===== src/rtl/core/rqsc_pkg.sv =====
// rqsc_pkg: shared types and constants for the RFID Q slot controller.
// Holds command and slot outcome codes, up/down codes and reset values.
// No dependencies.
`default_nettype none

package rqsc_pkg;

   localparam int unsigned Q_W     = 4;
   localparam int unsigned SLOT_W  = 16;
   localparam int unsigned ROUND_W = 32;
   localparam int unsigned EST_W   = 14;
   localparam int unsigned STEP_W  = 11;
   localparam int unsigned CSR_W   = 11;

   localparam logic [Q_W-1:0]    Q_MAX         = 4'd15;
   localparam logic [Q_W-1:0]    START_Q_RESET = 4'd4;
   localparam logic [STEP_W-1:0] STEP_C_RESET  = 11'd77;
   localparam logic [EST_W-1:0]  EST_RESET     = 14'(int'(START_Q_RESET) * 256);

   typedef enum logic [1:0] {
      CMD_ACK          = 2'd0,
      CMD_QUERY_REP    = 2'd1,
      CMD_QUERY_ADJUST = 2'd2,
      CMD_READ         = 2'd3
   } cmd_type;

   typedef enum logic [2:0] {
      OUT_IDLE       = 3'd0,
      OUT_RN16       = 3'd1,
      OUT_EPC_OK     = 3'd2,
      OUT_COLLISION  = 3'd3,
      OUT_HANDLE_OK  = 3'd4,
      OUT_HANDLE_BAD = 3'd5,
      OUT_READ_DONE  = 3'd6
   } outcome_type;

   localparam logic [2:0] UPDN_NONE = 3'd0;
   localparam logic [2:0] UPDN_DOWN = 3'd3;
   localparam logic [2:0] UPDN_UP   = 3'd6;

   typedef enum logic [0:0] {
      CSR_START_Q = 1'd0,
      CSR_STEP_C  = 1'd1
   } csr_index_type;

endpackage : rqsc_pkg

`default_nettype wire


===== src/rtl/core/rfid_q_slot_controller.sv =====
// rfid_q_slot_controller: slot-by-slot Q control for a tag inventory.
// rsp_valid rises once an accepted req word passes the input register and the
// state update into the result register; one word per cycle with rsp_ready high.
// The estimate update, rounding, clamp and frame-end compare sit in one stage.
// Reset (synchronous, active high) restores Q = 4, estimate 4.0, slot 1, C = 77.
// Depends on rqsc_pkg.
`default_nettype none

module rfid_q_slot_controller (
   input  wire logic                            clock,
   input  wire logic                            reset,
   input  wire logic                            req_valid,
   output logic                                 req_ready,
   input  wire logic [2:0]                      req_outcome,
   output logic                                 rsp_valid,
   input  wire logic                            rsp_ready,
   output logic [1:0]                           rsp_command,
   output logic [2:0]                           rsp_up_down,
   output logic [rqsc_pkg::Q_W-1:0]             rsp_q_now,
   output logic [rqsc_pkg::SLOT_W-1:0]          rsp_slot_now,
   output logic [rqsc_pkg::ROUND_W-1:0]         rsp_rounds_done,
   input  wire logic                            csr_wen,
   input  wire logic [0:0]                      csr_index,
   input  wire logic [rqsc_pkg::CSR_W-1:0]      csr_wdata
);
   import rqsc_pkg::*;

   logic                     in_valid_ff, in_valid_in;
   logic [2:0]               outcome_ff;
   logic                     out_valid_ff, out_valid_in;
   logic                     advance;

   logic [STEP_W-1:0]        step_c_ff;
   logic [EST_W-1:0]         est_ff, est_in;
   logic [Q_W-1:0]           q_target_ff, q_target_in;
   logic [Q_W-1:0]           q_current_ff, q_current_in;
   logic [SLOT_W-1:0]        slot_count_ff, slot_count_in;
   logic [2:0]               updn_ff, updn_in;
   logic [ROUND_W-1:0]       round_count_ff, round_count_in;
   cmd_type                  cmd_in;
   cmd_type                  cmd_ff;

   logic                     est_move;
   logic signed [EST_W:0]    delta;
   logic signed [EST_W:0]    est_sum;
   logic signed [EST_W-1:0]  est_sat;
   logic [EST_W-1:0]         est_round;
   logic [5:0]               est_whole;
   logic [Q_W-1:0]           target_new;
   logic [SLOT_W-1:0]        frame_len;
   logic                     close_slot;

   assign advance     = !out_valid_ff || rsp_ready;
   assign req_ready   = !in_valid_ff || advance;
   assign in_valid_in = req_ready ? req_valid : in_valid_ff;
   assign out_valid_in = in_valid_ff ? 1'b1 : (advance ? 1'b0 : out_valid_ff);

   always_ff @(posedge clock) begin
      if (reset) begin
         in_valid_ff  <= 1'b0;
         out_valid_ff <= 1'b0;
      end else begin
         in_valid_ff  <= in_valid_in;
         out_valid_ff <= out_valid_in;
      end
   end

   always_ff @(posedge clock) begin
      if (req_ready) begin
         outcome_ff <= req_outcome;
      end
   end

   // drop start_q writes: it only shapes the reset value, which reset restores
   always_ff @(posedge clock) begin
      if (reset) begin
         step_c_ff <= STEP_C_RESET;
      end else if (csr_wen && csr_index == CSR_STEP_C) begin
         step_c_ff <= csr_wdata[STEP_W-1:0];
      end
   end

   always_comb begin
      est_move   = 1'b0;
      close_slot = 1'b1;
      cmd_in     = CMD_QUERY_REP;
      delta      = '0;
      case (outcome_ff)
         OUT_RN16: begin
            close_slot = 1'b0;
            cmd_in     = CMD_ACK;
         end
         OUT_HANDLE_OK: begin
            close_slot = 1'b0;
            cmd_in     = CMD_READ;
         end
         OUT_IDLE: begin
            est_move = 1'b1;
            delta    = -$signed({4'b0000, step_c_ff});
         end
         OUT_COLLISION: begin
            est_move = 1'b1;
            delta    = $signed({4'b0000, step_c_ff});
         end
         default: begin
            est_move = 1'b0;
         end
      endcase

      est_sum = $signed({est_ff[EST_W-1], est_ff}) + delta;
      if (est_sum < -15'sd8192) begin
         est_sat = 14'sh2000;
      end else if (est_sum > 15'sd8191) begin
         est_sat = 14'sd8191;
      end else begin
         est_sat = est_sum[EST_W-1:0];
      end

      est_round = est_sat[EST_W-1] ? '0 : ($unsigned(est_sat) + 14'd128);
      est_whole = est_round[EST_W-1:8];
      if (est_sat[EST_W-1]) begin
         target_new = '0;
      end else if (est_whole > {2'b00, Q_MAX}) begin
         target_new = Q_MAX;
      end else begin
         target_new = est_whole[Q_W-1:0];
      end

      est_in      = est_move ? $unsigned(est_sat) : est_ff;
      q_target_in = est_move ? target_new : q_target_ff;

      frame_len      = SLOT_W'(1) << q_current_ff;
      q_current_in   = q_current_ff;
      slot_count_in  = slot_count_ff;
      updn_in        = updn_ff;
      round_count_in = round_count_ff;
      if (close_slot) begin
         if (slot_count_ff == frame_len || q_current_ff != q_target_in) begin
            cmd_in = CMD_QUERY_ADJUST;
            if (q_target_in > q_current_ff) begin
               updn_in = UPDN_UP;
            end else if (q_target_in < q_current_ff) begin
               updn_in = UPDN_DOWN;
            end else begin
               updn_in = UPDN_NONE;
            end
            q_current_in   = q_target_in;
            slot_count_in  = SLOT_W'(1);
            round_count_in = round_count_ff + ROUND_W'(1);
         end else begin
            cmd_in        = CMD_QUERY_REP;
            slot_count_in = slot_count_ff + SLOT_W'(1);
         end
      end
   end

   // advance state and result together so the next word sees the update
   always_ff @(posedge clock) begin
      if (reset) begin
         est_ff         <= EST_RESET;
         q_target_ff    <= START_Q_RESET;
         q_current_ff   <= START_Q_RESET;
         slot_count_ff  <= SLOT_W'(1);
         updn_ff        <= UPDN_NONE;
         round_count_ff <= '0;
      end else if (in_valid_ff && advance) begin
         est_ff         <= est_in;
         q_target_ff    <= q_target_in;
         q_current_ff   <= q_current_in;
         slot_count_ff  <= slot_count_in;
         updn_ff        <= updn_in;
         round_count_ff <= round_count_in;
      end
   end

   always_ff @(posedge clock) begin
      if (in_valid_ff && advance) begin
         cmd_ff <= cmd_in;
      end
   end

   assign rsp_valid       = out_valid_ff;
   assign rsp_command     = cmd_ff;
   assign rsp_up_down     = updn_ff;
   assign rsp_q_now       = q_current_ff;
   assign rsp_slot_now    = slot_count_ff;
   assign rsp_rounds_done = round_count_ff;

   a_slot_nonzero: assert property (@(posedge clock) disable iff (reset)
      slot_count_ff != '0)
      else $error("slot count reached zero");

   a_adjust_restarts: assert property (@(posedge clock) disable iff (reset)
      rsp_valid && rsp_command == CMD_QUERY_ADJUST |->
         rsp_slot_now == SLOT_W'(1) && q_current_ff == q_target_ff)
      else $error("query adjust without frame restart");

   a_round_step: assert property (@(posedge clock) disable iff (reset)
      in_valid_ff && advance && cmd_in == CMD_QUERY_ADJUST |=>
         round_count_ff == $past(round_count_ff) + ROUND_W'(1))
      else $error("round count did not step");

   a_state_hold: assert property (@(posedge clock) disable iff (reset)
      !in_valid_ff |=> $stable(slot_count_ff) && $stable(est_ff))
      else $error("state moved without a word");

endmodule : rfid_q_slot_controller

`default_nettype wire

===== config.mk =====
export PLATFORM = sky130hd
export DESIGN_NAME = rfid_q_slot_controller
export DESIGN_NICKNAME = d
export VERILOG_FILES = /design/src/rtl/core/rqsc_pkg.sv /design/src/rtl/core/rfid_q_slot_controller.sv
export SDC_FILE = /design/constraint.sdc
export NUM_CORES = 1
export LEC_CHECK = 0
export BUFFER_PORTS_ARGS = -buffer_cell sky130_fd_sc_hd__buf_2
export CAP_MARGIN = 20
export CORE_ASPECT_RATIO = 0.5
export CORE_MARGIN = 3
export CORE_UTILIZATION = 30
export CTS_BUF_LIST = sky130_fd_sc_hd__clkbuf_4 sky130_fd_sc_hd__clkbuf_8
export DETAILED_ROUTE_END_ITERATION = 6
export GPL_TIMING_DRIVEN = 1
export PLACE_DENSITY = 0.46
export SETUP_SLACK_MARGIN = 0.3
export SLEW_MARGIN = 40
export SYNTH_ARGS = -nofsm -noshare
export SYNTH_HDL_FRONTEND = slang
export SYNTH_SLANG_ARGS = --single-unit

===== constraint.sdc =====
create_clock -name clock -period 8.5 [get_ports clock]
set_clock_uncertainty 0.2 [all_clocks]
set_input_delay 0.85 -clock clock [delete_from_list [all_inputs] [get_ports clock]]
set_output_delay 0.85 -clock clock [all_outputs]
set_load 0.01 [all_outputs]

* After elaboration in Yosys (flattened, before gate mapping)
Cells that the tools add are included.
** Cells by class
- Order comparisons :: 5
- Mux-type cells :: 16
- Bitwise gates (word level) :: 1
- Shift-type cells :: 1
- Equal/unequal tests :: 5
- Add/subtract/negate cells :: 5
- Reductions and logical operators :: 14
** Operator list (number)
- two-way mux 14 bit :: 3
- adder 32 x 1 -> 32 bit, second input constant :: 1
- case mux 15 bit (2 select lines) :: 1
- adder 16 x 1 -> 16 bit, second input constant :: 1
- equality test 16 bit :: 1
- two-way mux 16 bit :: 1
- left shift 1 x 4 -> 16 bit, first input constant :: 1
- adder 14 x 15 -> 15 bit :: 1
- > comparator 15 x 14 -> 1 bit, second input constant :: 1
- < comparator 15 x 14 -> 1 bit, second input constant :: 1
- negator 11 -> 15 bit :: 1
- adder 14 x 8 -> 14 bit, second input constant :: 1
- two-way mux 4 bit :: 3
- > comparator 6 x 4 -> 1 bit, second input constant :: 1
- two-way mux 2 bit :: 3
- > comparator 4 bit :: 1
- < comparator 4 bit :: 1
- != test 4 bit :: 1
- case mux 2 bit (2 select lines) :: 1
- AND reduction 2 bit :: 2
- OR reduction 2 bit :: 2
- equality test 3 x 1 -> 1 bit, second input constant :: 1
- equality test 3 x 2 -> 1 bit, second input constant :: 1
- equality test 3 bit, second input constant :: 1
- 9 further kinds :: 15
** Storage, ports and cells
- Output and inout port bits :: 59
- Register bits :: 91
- Logic and storage cells :: 58

* Logic depth before layout (Yosys ltp)
- Word-level depth :: 16
- Depth in mapped cells :: 33

* Worst setup path before layout
OpenSTA, ideal clock, no wires.
- Path type :: reg2reg
- Start :: reg step_c_ff[2]
- End :: reg round_count_ff[6] (netlist: rsp_rounds_done[6])
- Setup slack :: 1901 ps
- Stages on the path, launching flop included :: 30
- Clock period less this slack :: 6599 ps
- Library setup time :: 70 ps
- Arrival time :: 6329 ps
- Cell sequence :: dfxtp_1 nor3_1 or3b_2 or3_1 nor3_1 a21o_1 nand2_1 o31ai_1 ha_1 and4_1 o21a_1 or4_1 and3_1 buf_2 maj3_1 ha_1 or4_1 o2111ai_2 o22ai_1 nand2_1 nand2_1 ha_1 nand4_1 inv_1 o31ai_2 and2_4 buf_6 nand3_4 or3_1 a21oi_1
** On the way
- Cells in the longest elaborated chain, start to end :: 15
** RTL lines
- start: declaration :: line rfid_q_slot_controller.sv:33 : logic [STEP_W-1:0] step_c_ff;
- start signal: assignment :: line rfid_q_slot_controller.sv:79 : step_c_ff <= csr_wdata[STEP_W-1:0];
- negator 11 -> 15 bit :: line rfid_q_slot_controller.sv:99 : delta = -$signed({4'b0000, step_c_ff});
- case mux 15 bit (2 select lines) (*) :: line rfid_q_slot_controller.sv:88 : case (outcome_ff)
- adder 14 x 15 -> 15 bit (*) :: line rfid_q_slot_controller.sv:110 : est_sum = $signed({est_ff[EST_W-1], est_ff}) + delta;
- > comparator 15 x 14 -> 1 bit :: line rfid_q_slot_controller.sv:113 : end else if (est_sum > 15'sd8191) begin
- two-way mux 14 bit :: line rfid_q_slot_controller.sv:113
- two-way mux 14 bit (*) :: line rfid_q_slot_controller.sv:111 : if (est_sum < -15'sd8192) begin
- named net est_sat[8] :: line rfid_q_slot_controller.sv:46 : logic signed [EST_W-1:0] est_sat;
- adder 14 x 8 -> 14 bit (*) :: line rfid_q_slot_controller.sv:119 : est_round = est_sat[EST_W-1] ? '0 : ($unsigned(est_sat) + 14'd128);
- two-way mux 14 bit (*) :: line rfid_q_slot_controller.sv:119
- > comparator 6 x 4 -> 1 bit :: line rfid_q_slot_controller.sv:123 : end else if (est_whole > {2'b00, Q_MAX}) begin
- two-way mux 4 bit (*) :: line rfid_q_slot_controller.sv:123
- two-way mux 4 bit (*) :: line rfid_q_slot_controller.sv:121 : if (est_sat[EST_W-1]) begin
- two-way mux 4 bit (*) :: line rfid_q_slot_controller.sv:130 : q_target_in = est_move ? target_new : q_target_ff;
- named net q_target_in[3] :: line rfid_q_slot_controller.sv:35 : logic [Q_W-1:0] q_target_ff, q_target_in;
- != test 4 bit (*) :: line rfid_q_slot_controller.sv:138 : if (slot_count_ff == frame_len || q_current_ff != q_target_in) begin
- logical OR 1 bit (*) :: line rfid_q_slot_controller.sv:138
- AND reduction 3 bit (no line) (*)
- end signal: assignment :: line rfid_q_slot_controller.sv:172 : round_count_ff <= round_count_in;
- end: declaration :: line rfid_q_slot_controller.sv:39 : logic [ROUND_W-1:0] round_count_ff, round_count_in;
Mark *: on every way through the listed nets, which the timed path passes. The rest lies on a longest branch.
A chain may end at the register's enable or synchronous reset.

* Final worst setup path
- Start :: reg step_c_ff[2]
- End :: reg round_count_ff[20] (netlist: rsp_rounds_done[20])
The elaborated chain is that of the path after synthesis.

==> results.md <==
* Critical path depth in cells at 28
* Initial Utilization at 0.3171
* Vias at 5088
* PwrDens at 136.1 nW/um^2
* Reg2reg start: step_c_ff[2]$_SDFFE_PP1P_
* Final Net Count at 813
* CP max-delay cell: or4_1
* FMAX at 131.0 MHz
* #FFs+latches synth at 91
* R2R cell count at 28
* Hold Path Sink: q_target_ff[3]$_SDFFE_PP0P_
* Post-synth top cells: 95 x nor2_1, 86 x dfxtp_1, 74 x nand2_1
* Critical path class: register to register
* EDFF count, synth at 5
* Crit path capture type: register
* Reg2Reg Setup Slack at 0.86 ns
* Hold slack at 0.2699 ns
* Initial DRC count at 227
* Setup TNS at 0 ns
* Crit path max fanout at 22
* # setup viols final at 0
* Post-synth top area cell: dfxtp_1
* Part of the Yosys area used for sequential elements at 0.3280
* Mapped Cells at 710
* Async set-or-reset flop fraction in the synthesized netlist at 0
* CP Launch Type: register
* Die area at 20810 sq um
* Max incr delay on CP at 0.56 ns
* Relative slew slack at 0.4967
* Cell with the most instances after synthesis: nor2_1
* Hold-critical path depth at 2
* Min cycle time layout at ~7.6 ns
* IO Count at 79
* Latest clock arrival within the worst-skew pair at 0.39 ns
* Distinct cell type count after synthesis at 78
* Ranking of synthesized cells by area: dfxtp_1 30%, nor2_1 6.2%, nand2_1 4.9%, ha_1 4.8%, a21oi_1 4.7%
* Crit Reg-Reg Endpoint: rsp_rounds_done[20]$_SDFFE_PP0P_
* Port Buffers at 78
* Hold Crit Class: register to register
* H-tree level count at 3
* CTS buffer count at 9
* Synth warnings at 0
* CP required at 8.56 ns
* Final worst-path cycle share at 0.8982
* Vias in the first global route at 4910
* Pre-antenna DRT Iters at 4
* Hold Startpoint: q_target_ff[3]$_SDFFE_PP0P_
* Final WL at 15000 um
* CTS sink count at a little over 90
* Register area at 1872 sq um
* Critical Path AT at 7.69 ns
* Post-DP HPWL at 10910 um
* Filler instances at a little under 2000
* # rows at 34
* Post-synth top area share at 0.3017
* First-pass GRT wire length at 25120 um
* Die height at 103.5 um
* Initial antenna violation count at 0
* Syn nets at 753
* CP delay by family, top: simple AND/OR/NAND/NOR gates
* CP bufs+invs at 1
* Worst VDD drop at between 0.07 and 0.08 mV
* Mapped Avg Cell Area at 8.038 sq um
* RSZ-0062 raised after global routing: no
* Diodes inserted at 0
* Clock Tree Buf Depth at 2
* Layout cell share with drive strength beyond 1 at 0.1742
* P_leak at 2.520 nW
* Hold Vio Cnt, Final at 0
* Routability congestion estimate at around 0.80
* # Max-Cap Violations at 0
* Grt ovf at 0
* Placeable Area at 17990 sq um
* Clock slew at reported path FFs at 0.10 ns
* CTS tree: built
* Most used DFF post-synth: dfxtp_1
* Drc violations at 0
* Multi-input logic area at between 3000 and 4000 sq um
* Root Driver: clkbuf_8
* Status: complete, no violations
* Wire per inst at 14.61 um
* ANT nets after route at 0
* Total GRT Usage at 0.1445
* Netlist Area Pre-Place at 5707 sq um
* P&R area growth vs syn at 13.37%
* Final max-slew violation count at 0
* Die width at 201.1 um
* Vias/cell at 4.954
* Worst-margin pin slew at 0.7496 ns
* Largest net degree at the start of global routing at 66
==> metrics by stage <==
step             util  instance area [sq um]  total power, mW  setup WS, ns  cells
6_report       0.3595                   6470           0.8808        0.8650   1027
2_1_floorplan       -                   5707           0.5680         1.901    710
3_5_place_dp   0.3489                   6279           0.6045        0.6919   1011
3_3_place_gp   0.3489                   6279           0.6039        0.8166   1011
5_1_grt        0.3595                   6470           0.9317        0.3557   1027
4_1_cts        0.3589                   6459           0.8966        0.6724   1027
==> sequential cells by signal (all words and copies together), names as in the netlist <==
name,flops
rsp_valid,1
rsp_command,2
rsp_rounds_done,32
rsp_up_down,3
q_target_ff,4
rsp_slot_now,16
outcome_ff,3
rsp_q_now,4
in_valid_ff,1
step_c_ff,11
est_ff,14
==> cells in the final DEF (no fill, tap or decap), types with 11 or more instances in the layout <==
cell      count
o21ai_0      37
buf_2        78
a21oi_1      54
and3_1       14
dfxtp_1      86
or3_1        12
nor2_1       95
xnor2_1      29
xor2_1       24
nor3_1       16
nand2_1      73
nand4_1      11
a211oi_1     11
nand3_1      26
ha_1         22
inv_1        18
==> worst max-delay path by stage <==
stage / from / end / slack (ns)
floorplan: step_c_ff[2]$_SDFFE_PP1P_ / rsp_rounds_done[6]$_SDFFE_PP0P_ / 1.90
CTS: step_c_ff[2]$_SDFFE_PP1P_ / rsp_rounds_done[23]$_SDFFE_PP0P_ / 0.67
global placement: step_c_ff[1]$_SDFFE_PP0P_ / rsp_rounds_done[17]$_SDFFE_PP0P_ / 0.82
finish: step_c_ff[2]$_SDFFE_PP1P_ / rsp_rounds_done[20]$_SDFFE_PP0P_ / 0.86
detailed placement: step_c_ff[2]$_SDFFE_PP1P_ / rsp_rounds_done[15]$_SDFFE_PP0P_ / 0.69
global route: step_c_ff[2]$_SDFFE_PP1P_ / rsp_rounds_done[23]$_SDFFE_PP0P_ / 0.36
==> final cells by class <==
cell class                      instances  share of cell area
Tap cell                              252             0.04873
Timing Repair Buffer                   84             0.06730
Inverter                               18             0.01044
Clock buffer                            9             0.01915
Multi-Input combinational cell        566              0.5564
Clock inverter                          7            0.008702
Sequential cell                        91              0.2893
==> layer usage <==
metal	vias to the layer above	track usage	routed length, um
li1	2642	-	-
met1	2341	0.2087	7898
met2	98	0.2156	6157
met3	7	0.04261	830
met4	0	0.02303	114
met5	-	0	0
==> logic make-up after synthesis <==
group	synth area share
AO/OA/AOI/OAI	0.1975
multiplexers	0.01447
AND/OR/NAND/NOR	0.2730
flip-flops	0.3280
buffers and inverters	0.04319
XOR/XNOR	0.08858
adder cells (fa/ha/maj)	0.05525
==> tightest hold or removal path, stage by stage, from the launching register on <==
cell     delay [ns]
dfxtp_1        0.33
nand2_1        0.05
a21oi_1        0.05
==> power breakdown <==
part,total [mW],switching (mW),internal [mW],leakage [nW]
Clock,0.286,0.175,0.111,0.0963
Combinational,0.136,0.0825,0.0534,1.68
Sequential,0.459,0.0162,0.442,0.747
==> timing repair <==
item / in CTS / in global routing
resized for setup: 0 / 3
setup buffers: 0 / 0
hold buffers: 0 / 0
setup endpoints to repair: 0 / 16
No activity file was read; power rests on OpenSTA's default activity.
